[src/rtl/rat_pkg.sv]
`default_nettype none
package rat_pkg;

	localparam int UNIT_W   = 16;
	localparam int APP_ID_W = 6;
	localparam int APP_IDS  = 2 ** APP_ID_W;
	localparam int DATA_W   = 32;
	localparam int PADDR_W  = 4;

	// Operation codes of a request.
	localparam logic OP_START = 1'b0;
	localparam logic OP_STOP  = 1'b1;

	// Result status codes.
	localparam logic [1:0] STATUS_GRANTED      = 2'd0;
	localparam logic [1:0] STATUS_INSUFFICIENT = 2'd1;
	localparam logic [1:0] STATUS_RELEASED     = 2'd2;
	localparam logic [1:0] STATUS_NO_ALLOC     = 2'd3;

	// Configuration register indexes (byte address divided by four).
	localparam logic [1:0] REG_RAM_LIMIT  = 2'd0;
	localparam logic [1:0] REG_DISK_LIMIT = 2'd1;
	localparam logic [1:0] REG_CPU_LIMIT  = 2'd2;

	// Resource order used by the shared check unit.
	localparam logic [1:0] RES_RAM  = 2'd0;
	localparam logic [1:0] RES_DISK = 2'd1;
	localparam logic [1:0] RES_CPU  = 2'd2;

	typedef struct packed {
		logic                operation;
		logic [APP_ID_W-1:0] app_id;
		logic [UNIT_W-1:0]   ram_demand;
		logic [UNIT_W-1:0]   disk_demand;
		logic [UNIT_W-1:0]   cpu_demand;
	} req_t;

	typedef struct packed {
		logic              forward;
		logic [1:0]        status;
		logic [UNIT_W-1:0] ram_in_use;
		logic [UNIT_W-1:0] disk_in_use;
		logic [UNIT_W-1:0] cpu_in_use;
	} rsp_t;

	typedef enum logic [1:0] {
		ST_CLEAR,
		ST_IDLE,
		ST_CHECK,
		ST_COMMIT
	} state_t;

endpackage
`default_nettype wire

[src/rtl/rat_ram.sv]
`default_nettype none
module rat_ram #(
	parameter int WIDTH = 8,
	parameter int DEPTH = 16
) (
	input  logic                     clk,
	input  logic                     we,
	input  logic [$clog2(DEPTH)-1:0] waddr,
	input  logic [WIDTH-1:0]         wdata,
	input  logic [$clog2(DEPTH)-1:0] raddr,
	output logic [WIDTH-1:0]         rdata
);

	logic [WIDTH-1:0] mem_q [DEPTH];
	logic [WIDTH-1:0] rdata_q;

	always_ff @(posedge clk) begin
		if (we) begin
			mem_q[waddr] <= wdata;
		end
		rdata_q <= mem_q[raddr];
	end

	assign rdata = rdata_q;

endmodule
`default_nettype wire

[src/rtl/resource_admission_table_top.sv]
// A request accepted while idle has its three budgets checked one after another in a single
// shared add/subtract-and-compare unit; a success is written to the table, and the result is
// registered; busy stays high meanwhile, so no new request is taken until the last is through.
// Reset: arst_n clears limits, totals and control; a clearing pass then invalidates every
// table entry, and busy stays high until it has finished.
// The receiver cannot stall: done marks each result for exactly one cycle.
`default_nettype none
module resource_admission_table_top #(
	parameter int APP_SLOTS = 64,
	parameter int UNIT_BITS = 16
) (
	input  logic                         clk,
	input  logic                         arst_n,
	input  logic                         psel,
	input  logic                         penable,
	input  logic                         pwrite,
	input  logic [rat_pkg::PADDR_W-1:0]  paddr,
	input  logic [rat_pkg::DATA_W-1:0]   pwdata,
	output logic [rat_pkg::DATA_W-1:0]   prdata,
	output logic                         pready,
	input  logic                         start,
	output logic                         busy,
	input  rat_pkg::req_t                req,
	output logic                         done,
	output rat_pkg::rsp_t                rsp
);

	// Table address width, the width of a stored demand (never more than the request
	// field), the width of the check unit (one bit more than the wider operand) and the
	// table word: three stored amounts with the valid flag on top.
	localparam int ADDR_W  = $clog2(APP_SLOTS);
	localparam int DEM_W   = (UNIT_BITS < rat_pkg::UNIT_W) ? UNIT_BITS : rat_pkg::UNIT_W;
	localparam int SUM_W   = ((UNIT_BITS > rat_pkg::UNIT_W) ? UNIT_BITS : rat_pkg::UNIT_W) + 1;
	localparam int ENTRY_W = 3 * DEM_W + 1;

	// Sequencer state.
	rat_pkg::state_t state_q, state_d;
	logic [ADDR_W-1:0] clr_cnt_q;
	logic [1:0]        res_idx_q;
	logic              fits_q;
	logic              done_q;

	// Control decoded from the state.
	logic accept;
	logic in_clear;
	logic in_check;
	logic in_commit;

	// Configuration registers.
	logic [rat_pkg::UNIT_W-1:0] ram_limit_q, disk_limit_q, cpu_limit_q;
	logic                       cfg_write;

	// Running totals and the candidate totals built up by the check unit.
	logic [UNIT_BITS-1:0] ram_total_q, disk_total_q, cpu_total_q;
	logic [UNIT_BITS-1:0] ram_cand_q, disk_cand_q, cpu_cand_q;

	// The request held while it is worked on.
	logic              op_q;
	logic [ADDR_W-1:0] slot_q;
	logic [DEM_W-1:0]  ram_dem_q, disk_dem_q, cpu_dem_q;

	// Allocation table port.
	logic               ram_we;
	logic [ADDR_W-1:0]  ram_waddr;
	logic [ENTRY_W-1:0] ram_wdata;
	logic [ADDR_W-1:0]  ram_raddr;
	logic [ENTRY_W-1:0] ram_rdata;
	logic               entry_valid;

	// Shared check unit.
	logic [SUM_W-1:0] op_total, op_other, op_limit;
	logic [SUM_W-1:0] unit_sum, unit_diff, unit_res;
	logic             unit_fit;

	// Commit decision.
	logic          success;
	rat_pkg::rsp_t rsp_d;
	rat_pkg::rsp_t rsp_q;

	// The application id is taken modulo the table depth. The id is only six bits
	// wide, so a constant lookup table built at elaboration does the reduction.
	logic [ADDR_W-1:0] slot_lut [rat_pkg::APP_IDS];
	for (genvar gi = 0; gi < rat_pkg::APP_IDS; gi++) begin : g_slot
		localparam int SLOT = gi % APP_SLOTS;
		assign slot_lut[gi] = ADDR_W'(SLOT);
	end

	// ------------------------------------------------------------------
	// Configuration port. Writes complete in the access phase; pready is
	// tied high so there are never wait states.
	// ------------------------------------------------------------------
	assign pready    = 1'b1;
	assign cfg_write = psel && penable && pwrite && pready;

	always_comb begin
		case (paddr[3:2])
			rat_pkg::REG_RAM_LIMIT:  prdata = rat_pkg::DATA_W'(ram_limit_q);
			rat_pkg::REG_DISK_LIMIT: prdata = rat_pkg::DATA_W'(disk_limit_q);
			rat_pkg::REG_CPU_LIMIT:  prdata = rat_pkg::DATA_W'(cpu_limit_q);
			default:                 prdata = '0;
		endcase
	end

	// ------------------------------------------------------------------
	// Sequencer: after reset the whole table is swept once to clear the
	// valid flags. A request then runs IDLE -> CHECK (one step per
	// resource) -> COMMIT -> IDLE.
	// ------------------------------------------------------------------
	always_comb begin
		state_d = state_q;
		case (state_q)
			rat_pkg::ST_CLEAR: begin
				if (clr_cnt_q == ADDR_W'(APP_SLOTS - 1)) begin
					state_d = rat_pkg::ST_IDLE;
				end
			end
			rat_pkg::ST_IDLE: begin
				if (start) begin
					state_d = rat_pkg::ST_CHECK;
				end
			end
			rat_pkg::ST_CHECK: begin
				if (res_idx_q == rat_pkg::RES_CPU) begin
					state_d = rat_pkg::ST_COMMIT;
				end
			end
			rat_pkg::ST_COMMIT: state_d = rat_pkg::ST_IDLE;
			default:            state_d = rat_pkg::ST_CLEAR;
		endcase
	end

	always_comb begin
		busy      = 1'b1;
		in_clear  = 1'b0;
		in_check  = 1'b0;
		in_commit = 1'b0;
		case (state_q)
			rat_pkg::ST_CLEAR:  in_clear  = 1'b1;
			rat_pkg::ST_IDLE:   busy      = 1'b0;
			rat_pkg::ST_CHECK:  in_check  = 1'b1;
			rat_pkg::ST_COMMIT: in_commit = 1'b1;
			default:            busy      = 1'b1;
		endcase
	end

	assign accept = start && !busy;

	// ------------------------------------------------------------------
	// Allocation table. The read address follows the incoming request
	// while idle, so the entry is already in the read register during the
	// first check cycle, and it then stays on the held slot.
	// ------------------------------------------------------------------
	assign ram_raddr   = busy ? slot_q : slot_lut[req.app_id];
	assign entry_valid = ram_rdata[ENTRY_W-1];

	always_comb begin
		ram_we    = 1'b0;
		ram_waddr = slot_q;
		ram_wdata = '0;
		if (in_clear) begin
			ram_we    = 1'b1;
			ram_waddr = clr_cnt_q;
		end else if (in_commit && success) begin
			ram_we = 1'b1;
			// A release writes an all-zero word: valid cleared, amounts zero.
			if (op_q == rat_pkg::OP_START) begin
				ram_wdata = {1'b1, cpu_dem_q, disk_dem_q, ram_dem_q};
			end
		end
	end

	rat_ram #(
		.WIDTH(ENTRY_W),
		.DEPTH(APP_SLOTS)
	) u_ram (
		.clk   (clk),
		.we    (ram_we),
		.waddr (ram_waddr),
		.wdata (ram_wdata),
		.raddr (ram_raddr),
		.rdata (ram_rdata)
	);

	// ------------------------------------------------------------------
	// Shared check unit. For a start it adds the demand to the total and
	// compares the sum with the limit; for a stop it subtracts the stored
	// amount, clamped at zero. The resource is chosen by res_idx_q.
	// ------------------------------------------------------------------
	always_comb begin
		op_total = '0;
		op_other = '0;
		op_limit = '0;
		case (res_idx_q)
			rat_pkg::RES_RAM: begin
				op_total = SUM_W'(ram_total_q);
				op_limit = SUM_W'(ram_limit_q);
				op_other = (op_q == rat_pkg::OP_STOP) ? SUM_W'(ram_rdata[DEM_W-1:0])
				                                      : SUM_W'(ram_dem_q);
			end
			rat_pkg::RES_DISK: begin
				op_total = SUM_W'(disk_total_q);
				op_limit = SUM_W'(disk_limit_q);
				op_other = (op_q == rat_pkg::OP_STOP) ? SUM_W'(ram_rdata[2*DEM_W-1:DEM_W])
				                                      : SUM_W'(disk_dem_q);
			end
			rat_pkg::RES_CPU: begin
				op_total = SUM_W'(cpu_total_q);
				op_limit = SUM_W'(cpu_limit_q);
				op_other = (op_q == rat_pkg::OP_STOP) ? SUM_W'(ram_rdata[3*DEM_W-1:2*DEM_W])
				                                      : SUM_W'(cpu_dem_q);
			end
			default: begin
				op_total = '0;
			end
		endcase
	end

	assign unit_sum  = op_total + op_other;
	assign unit_diff = op_total - op_other;
	assign unit_fit  = (unit_sum <= op_limit);

	always_comb begin
		if (op_q == rat_pkg::OP_STOP) begin
			unit_res = (op_total < op_other) ? '0 : unit_diff;
		end else begin
			unit_res = unit_sum;
		end
	end

	// ------------------------------------------------------------------
	// Commit: a start succeeds when every budget fits, a stop when the
	// entry exists. Refused requests report the unchanged totals.
	// ------------------------------------------------------------------
	always_comb begin
		success = (op_q == rat_pkg::OP_STOP) ? entry_valid : fits_q;
		rsp_d.forward = success;
		if (op_q == rat_pkg::OP_STOP) begin
			rsp_d.status = success ? rat_pkg::STATUS_RELEASED : rat_pkg::STATUS_NO_ALLOC;
		end else begin
			rsp_d.status = success ? rat_pkg::STATUS_GRANTED : rat_pkg::STATUS_INSUFFICIENT;
		end
		rsp_d.ram_in_use  = rat_pkg::UNIT_W'(success ? ram_cand_q : ram_total_q);
		rsp_d.disk_in_use = rat_pkg::UNIT_W'(success ? disk_cand_q : disk_total_q);
		rsp_d.cpu_in_use  = rat_pkg::UNIT_W'(success ? cpu_cand_q : cpu_total_q);
	end

	// ------------------------------------------------------------------
	// Control registers.
	// ------------------------------------------------------------------
	always_ff @(posedge clk or negedge arst_n) begin
		if (!arst_n) begin
			state_q      <= rat_pkg::ST_CLEAR;
			clr_cnt_q    <= '0;
			res_idx_q    <= rat_pkg::RES_RAM;
			fits_q       <= 1'b1;
			done_q       <= 1'b0;
			op_q         <= rat_pkg::OP_START;
			ram_limit_q  <= '0;
			disk_limit_q <= '0;
			cpu_limit_q  <= '0;
			ram_total_q  <= '0;
			disk_total_q <= '0;
			cpu_total_q  <= '0;
		end else begin
			state_q <= state_d;
			done_q  <= in_commit;

			if (in_clear) begin
				clr_cnt_q <= clr_cnt_q + 1'b1;
			end

			if (accept) begin
				res_idx_q <= rat_pkg::RES_RAM;
				fits_q    <= 1'b1;
				op_q      <= req.operation;
			end else if (in_check) begin
				res_idx_q <= res_idx_q + 1'b1;
				fits_q    <= fits_q && unit_fit;
			end

			if (in_commit && success) begin
				ram_total_q  <= ram_cand_q;
				disk_total_q <= disk_cand_q;
				cpu_total_q  <= cpu_cand_q;
			end

			if (cfg_write) begin
				case (paddr[3:2])
					rat_pkg::REG_RAM_LIMIT:  ram_limit_q  <= pwdata[rat_pkg::UNIT_W-1:0];
					rat_pkg::REG_DISK_LIMIT: disk_limit_q <= pwdata[rat_pkg::UNIT_W-1:0];
					rat_pkg::REG_CPU_LIMIT:  cpu_limit_q  <= pwdata[rat_pkg::UNIT_W-1:0];
					default:                 ram_limit_q  <= ram_limit_q;
				endcase
			end
		end
	end

	// ------------------------------------------------------------------
	// Payload registers: the held request, the candidate totals and the
	// result register.
	// ------------------------------------------------------------------
	always_ff @(posedge clk) begin
		if (accept) begin
			slot_q     <= slot_lut[req.app_id];
			ram_dem_q  <= req.ram_demand[DEM_W-1:0];
			disk_dem_q <= req.disk_demand[DEM_W-1:0];
			cpu_dem_q  <= req.cpu_demand[DEM_W-1:0];
		end
		if (in_check) begin
			case (res_idx_q)
				rat_pkg::RES_RAM:  ram_cand_q  <= unit_res[UNIT_BITS-1:0];
				rat_pkg::RES_DISK: disk_cand_q <= unit_res[UNIT_BITS-1:0];
				rat_pkg::RES_CPU:  cpu_cand_q  <= unit_res[UNIT_BITS-1:0];
				default:           ram_cand_q  <= ram_cand_q;
			endcase
		end
		if (in_commit) begin
			rsp_q <= rsp_d;
		end
	end

	assign done = done_q;
	assign rsp  = rsp_q;

endmodule
`default_nettype wire

[config.mk]
export PLATFORM = sky130hd
export DESIGN_NAME = resource_admission_table_top
export DESIGN_NICKNAME = d
export VERILOG_FILES = /design/src/rtl/rat_pkg.sv /design/src/rtl/rat_ram.sv /design/src/rtl/resource_admission_table_top.sv
export SDC_FILE = /design/constraint.sdc
export NUM_CORES = 2
export LEC_CHECK = 0
export ABC_AREA = 1
export ABC_CLOCK_PERIOD_IN_PS = 19890
export BUFFER_PORTS_ARGS = -buffer_cell sky130_fd_sc_hd__buf_2
export CELL_PAD_IN_SITES_DETAIL_PLACEMENT = 1
export CELL_PAD_IN_SITES_GLOBAL_PLACEMENT = 1
export CORE_UTILIZATION = 56
export DETAILED_ROUTE_END_ITERATION = 10
export GPL_TIMING_DRIVEN = 1
export PLACE_DENSITY_LB_ADDON = 0.1
export SLEW_MARGIN = 15
export SYNTH_ARGS = -nofsm -noshare
export SYNTH_HDL_FRONTEND = slang
export SYNTH_SLANG_ARGS = --single-unit
export TNS_END_PERCENT = 1
[constraint.sdc]
create_clock -name clk -period 19.89 [get_ports clk]
set_input_delay 4.9725 -clock clk [delete_from_list [all_inputs] [get_ports clk]]
set_output_delay 4.9725 -clock clk [all_outputs]
set_load 0.01 [all_outputs]
After elaboration in Yosys (flattened, before gate mapping) --
Memories as Yosys holds them, arrays and structs flattened. A register that Yosys moved wholly into a read port is not among the register bits. Index checks and enable logic that the tools add are counted.
Word-level totals: bits in read-only memories 384, bits in registers 262, bits of input ports 97, bits in latches 0, memory bits (writable) 3136, memories kept 2
Operators by class: shift operators 0, add/subtract/negate cells 4, bitwise operators 1, multipliers 0, $lt $le $gt $ge 3, div/mod/pow operators 0, reductions and logical operators 16, muxes and demuxes 39, equality and inequality tests 11
Memories:
- u_ram.mem_q | depth 64, bits a word 49, read ports 1, clocked after memory_dff 1, wr ports 1, RTL line rat_ram.sv:14 | logic [WIDTH-1:0] mem_q [DEPTH];
- (name not given) | depth 64, bits a word 6, read ports 1, clocked after memory_dff 0, wr ports 0, RTL line resource_admission_table_top.sv:304 | slot_q <= slot_lut[req.app_id];
Operator list (count):
- 16-bit one-hot mux with 3 select lines | 4
- 49-bit 2-to-1 mux | 3
- 16-bit 2-to-1 mux | 8
- 6-bit 2-to-1 mux | 4
- 16-bit by 16-bit adder with 17-bit output | 1
- 17-bit by 16-bit <= comparator with 1-bit output | 1
- 17-bit less-than comparator | 1
- 16-bit subtractor | 1
- 1-bit 2-to-1 mux | 13
- 2-bit 2-to-1 mux | 6
- 2-bit AND reduction | 6
- 2-bit equality test (second input constant) | 4
- 2-bit one-hot mux with 4 select lines | 1
- 7-bit >= comparator (second input constant) | 1
- 6-bit NOT with 7-bit output | 1
- 6-bit by 1-bit adder with 6-bit output (second input constant) | 1
- 2-bit by 1-bit equality test with 1-bit output (second input constant) | 3
- 6-bit equality test (second input constant) | 1
- 2-bit zero test | 3
- 2-bit inequality test (second input constant) | 3
- 1-bit logical AND | 5
- 3-bit AND reduction | 1
- 2-bit by 1-bit adder with 2-bit output (second input constant) | 1
- 2-bit nonzero test | 1

Depth between registers and ports, before layout --
word-level depth 7, mapped depth 35, depth with buffers taken out 33

By module --
From an unflattened synthesis, not the netlist that was laid out.
Unflattened totals: cell total of the unflattened synthesis 11978, area, all modules 140377.1 µm²
By module, submodules not included:
- rat_ram | area each 126236.1 µm², instances 1, cells an instance 10321
- resource_admission_table_top | area each 14141.1 µm², instances 1, cells an instance 1657

Worst setup path after synthesis --
Ideal clock, no wire load.
path kind in2out, start point input port paddr[2] (netlist name), end point output port prdata[11] (netlist name), data required time 14.918 ns, cell stages on the path 5, path slack 9.137 ns, buffers on the path 1, arrival time 5.781 ns, path through inv_1 > nor2_1 > clkbuf_1 > nand2_1 > nand3_1
Between the ends: cells in the longest elaborated chain, start to end 2, elaborated cells between the ends (all ways) 4
RTL lines:
- from (decl) | RTL line resource_admission_table_top.sv:17 | input logic [rat_pkg::PADDR_W-1:0] paddr,
- 2-bit equality test (tied with other cells) | RTL line resource_admission_table_top.sv:96 | case (paddr[3:2])
- 16-bit one-hot mux with 3 select lines * | RTL line resource_admission_table_top.sv:96
- to (decl) | RTL line resource_admission_table_top.sv:19 | output logic [rat_pkg::DATA_W-1:0] prdata,
Mark *: on every way between the ends. The rest lies on a longest branch, timed or not.

Final worst setup path --
start point input port paddr[2] (netlist name), end point output port prdata[15] (netlist name)
Same word-level chain as after synthesis.

==> flow_summary.toml <==
[sta]
period_needed_ns = 11.04
finalHoldViolCount = 0
final.setup.tns_ns = 0
skew_ns = 0.0628
grt_setup_unrepaired = "no"
max_freq_mhz = 90.6
hold-worst-slack_ns = 0.470
layout_setup_ws_ns = 8.85
maxSlewViolCount = 0
final.period_utilization = 0.555
tightestPinTransition_ns = 1.27
finalSetupViolCount = 0
slew_headroom = 0.151

[worst_hold_path]
hp-class = "register to register"

[logic_synthesis]
yosys_warnings = 0
syn_area_mm2 = 0.137
ys_async_sr_fraction = 0.0316
postSynthAreaPerCell_um2 = 13.1
synthDistinctLibCells = 46
ys_seq_area_frac = 0.746
ys_seq_elements = 3447
synth-edff-count = 3289
syn_inst = 10500
synth-main-ff-cell = "edfxtp_1"

[routing]
drc_errors = 0
drt_pass1_iterations = 8
final_antenna_net_count = 0
vias_per_cell = 6.81
vias = 95100
drt_iter0_drc = 13100
wl_mm = 469
wl_per_cell_um = 33.6

[pwr]
swShare = 0.390
p_sw_mw = 9.52
clock_power_share = 0.274
ir_drop_uv = 137
pwr-share-comb = 0.354
total_power_mw = 24.4
seqPwrFrac = 0.372
power.density_mw_per_mm2 = 159
p_int_mw = 14.9
p_leak_nw = 51.3

[floorplanning]
fp.dieH_um = 497
die-area_mm2 = 0.247
rows = 181
core_mm2 = 0.244
die_width_um = 497
start_util = 0.564
io_pins = 183

[worst_setup_path]
arrival_ns = 6.07
r2r_slack_ns = 12.75
startpoint_type = "input port"
critPathCaptureType = "output pin"
critical_path_class = "input port to output pin"
crit_fanout = 17
cp.required_ns = 14.92

[grt]
antenna_found_initial = 19
overflow = 0
grt_max_degree = 227
grtUsageTotal = 0.371
grt_pass1_vias = 96800
grt_pass1_wl_mm = 664

[clock_network]
postCtsSetupBuffers = 0
root_buffer = "clkbuf_16"
clk_pin_slew_ns = 0.06
h-tree-depth = 5
clock_path_buffers = 4
cts_tree = "yes"
cts_buffers = 364
cts_resized = 0
cts.hold.buffers_added = 0
cts.sinks = 3447
clk-insertion-delay-late_ns = 0.96

[cells_and_area]
area_growth_pct = 11.6
nets = 10600
finalCoreUtilization = 0.630
drive_gt1_frac = 0.0952

[job]
max-cap-violations = 0

[placement]
portBuffers = 147
dp_worst_setup_slack_ns = 8.83
dp_hpwl_mm = 246
place_congestion = 0.841

[status]
status = "finished clean"
-- cells in the mapped netlist (2+ instances only) --
master | instances | area, um2
edfxtp_1 | 3289 | 98800
nor2_1 | 1911 | 7170
o21ai_0 | 1736 | 8690
nand2_1 | 556 | 2090
o211ai_1 | 553 | 4150
clkbuf_1 | 498 | 1870
nand3_1 | 446 | 2230
o22ai_1 | 346 | 2160
o221ai_1 | 244 | 2140
inv_1 | 214 | 803
buf_2 | 161 | 806
dfrtp_1 | 108 | 2700
a21oi_1 | 71 | 355
ha_1 | 57 | 713
buf_4 | 55 | 413
dfxtp_1 | 49 | 981
buf_6 | 41 | 462
o21ai_1 | 27 | 135
buf_1 | 15 | 56.3
nand4_1 | 14 | 87.6
xor2_1 | 14 | 123
inv_2 | 8 | 30.0
a21o_1 | 7 | 52.6
or2_2 | 6 | 37.5
nor3_1 | 5 | 25.0
buf_8 | 4 | 60.1
o21bai_1 | 4 | 30.0
a211oi_1 | 3 | 22.5
and2_1 | 3 | 18.8
o21ai_2 | 3 | 26.3
o31ai_1 | 3 | 22.5
a221oi_1 | 2 | 17.5
conb_1 | 2 | 7.51
fa_1 | 2 | 40.0
nand2_2 | 2 | 12.5
nor4_1 | 2 | 12.5
o21a_1 | 2 | 15.0
xnor2_1 | 2 | 17.5
-- flip-flops by register name (all words and copies together) (netlist names), 16 cells and up --
name	cells
ram_cand_q	16
ram_dem_q	16
disk_limit_q	16
cpu_total_q	16
u_ram.mem_q	3136
cpu_limit_q	16
cpu_dem_q	16
rsp	51
ram_limit_q	16
u_ram.rdata	49
cpu_cand_q	16
disk_dem_q	16
disk_total_q	16
ram_total_q	16
disk_cand_q	16
-- cells in the final DEF (no fill, tap or decap), types with 51 or more instances in the layout --
cell / count
nand3_1: 446
buf_2: 146
a21oi_1: 71
ha_1: 55
o211ai_1: 553
o221ai_1: 244
o22ai_1: 346
buf_4: 204
inv_1: 211
nor2_1: 1799
o21ai_0: 1736
clkinv_1: 71
clkbuf_1: 87
clkbuf_16: 369
edfxtp_1: 3289
nand2_1: 555
nor2_4: 112
dfrtp_1: 108
clkinv_2: 51
-- path summary, 6_finish.rpt --
| kind | startpoint | to | depth (start not counted) |
|---|---|---|---|
| max in group asynchronous | arst_n | disk_total_q[4] | 2 |
| setup / recovery | paddr[2] | prdata[15] | 7 |
| min in group asynchronous | arst_n | cpu_limit_q[11] | 1 |
| setup reg to reg | state_q[1] | u_ram.rdata[32] | 15 |
| hold reg to reg | fits_q | fits_q | 2 |
| hold / removal | fits_q | fits_q | 2 |
-- per-stage QoR --
step,cell area (um2),std cells
after floorplan,137000,10500
after global placement,141000,13300
after detailed placement,141000,13300
after CTS,153000,13900
after global routing,153000,14000
final,153000,14000
-- area by class of cell --
type / count / area [um2]
Fill cell: 22900 / 90200
Clock buffer: 481 / 9900
Clock inverter: 167 / 1590
Tap cell: 3202 / 4010
Timing Repair Buffer: 392 / 3160
Inverter: 223 / 882
Multi-Input combinational cell: 6043 / 31400
Antenna cell: 7 / 17.5
Sequential cell: 3447 / 102000
-- power groups by stage --
| stage | clock network (mW) | registers (mW) | logic (mW) |
|---|---|---|---|
| floorplan | 0 | 9.25 | 5.08 |
| global placement | 0 | 9.18 | 7.87 |
| detailed placement | 0 | 9.21 | 8.29 |
| CTS | 6.71 | 9.07 | 8.41 |
| global route | 6.92 | 9.08 | 9.18 |
| finish | 6.68 | 9.06 | 8.64 |
-- logic make-up (layout without fill, tap and decap cells) --
group	count (synthesis)	after routing	synth area share
compound gates	3004	3004	0.130
buf+inv	998	1263	0.0329
flops	3447	3447	0.746
other cells	2	24	0.0000546
simple gates	2947	2947	0.0851
fa+ha+maj	59	59	0.00548
xor+xnor	16	16	0.00102
-- worst max-delay path, stage by stage --
cell and delay [ns]:
buf_2 0.09, inv_1 0.04, nand2_1 0.06, clkinv_1 0.44, nand2_1 0.19, nand3_1 0.12, buf_2 0.16
-- layer usage --
metal	routed length (um)	GRT usage	up-vias
li1	-	-	39100
met1	172000	0.486	48700
met2	222000	0.597	5960
met3	49000	0.0719	1372
met4	25700	0.184	6
met5	41	0	-
(Power assumes the default switching activity.)
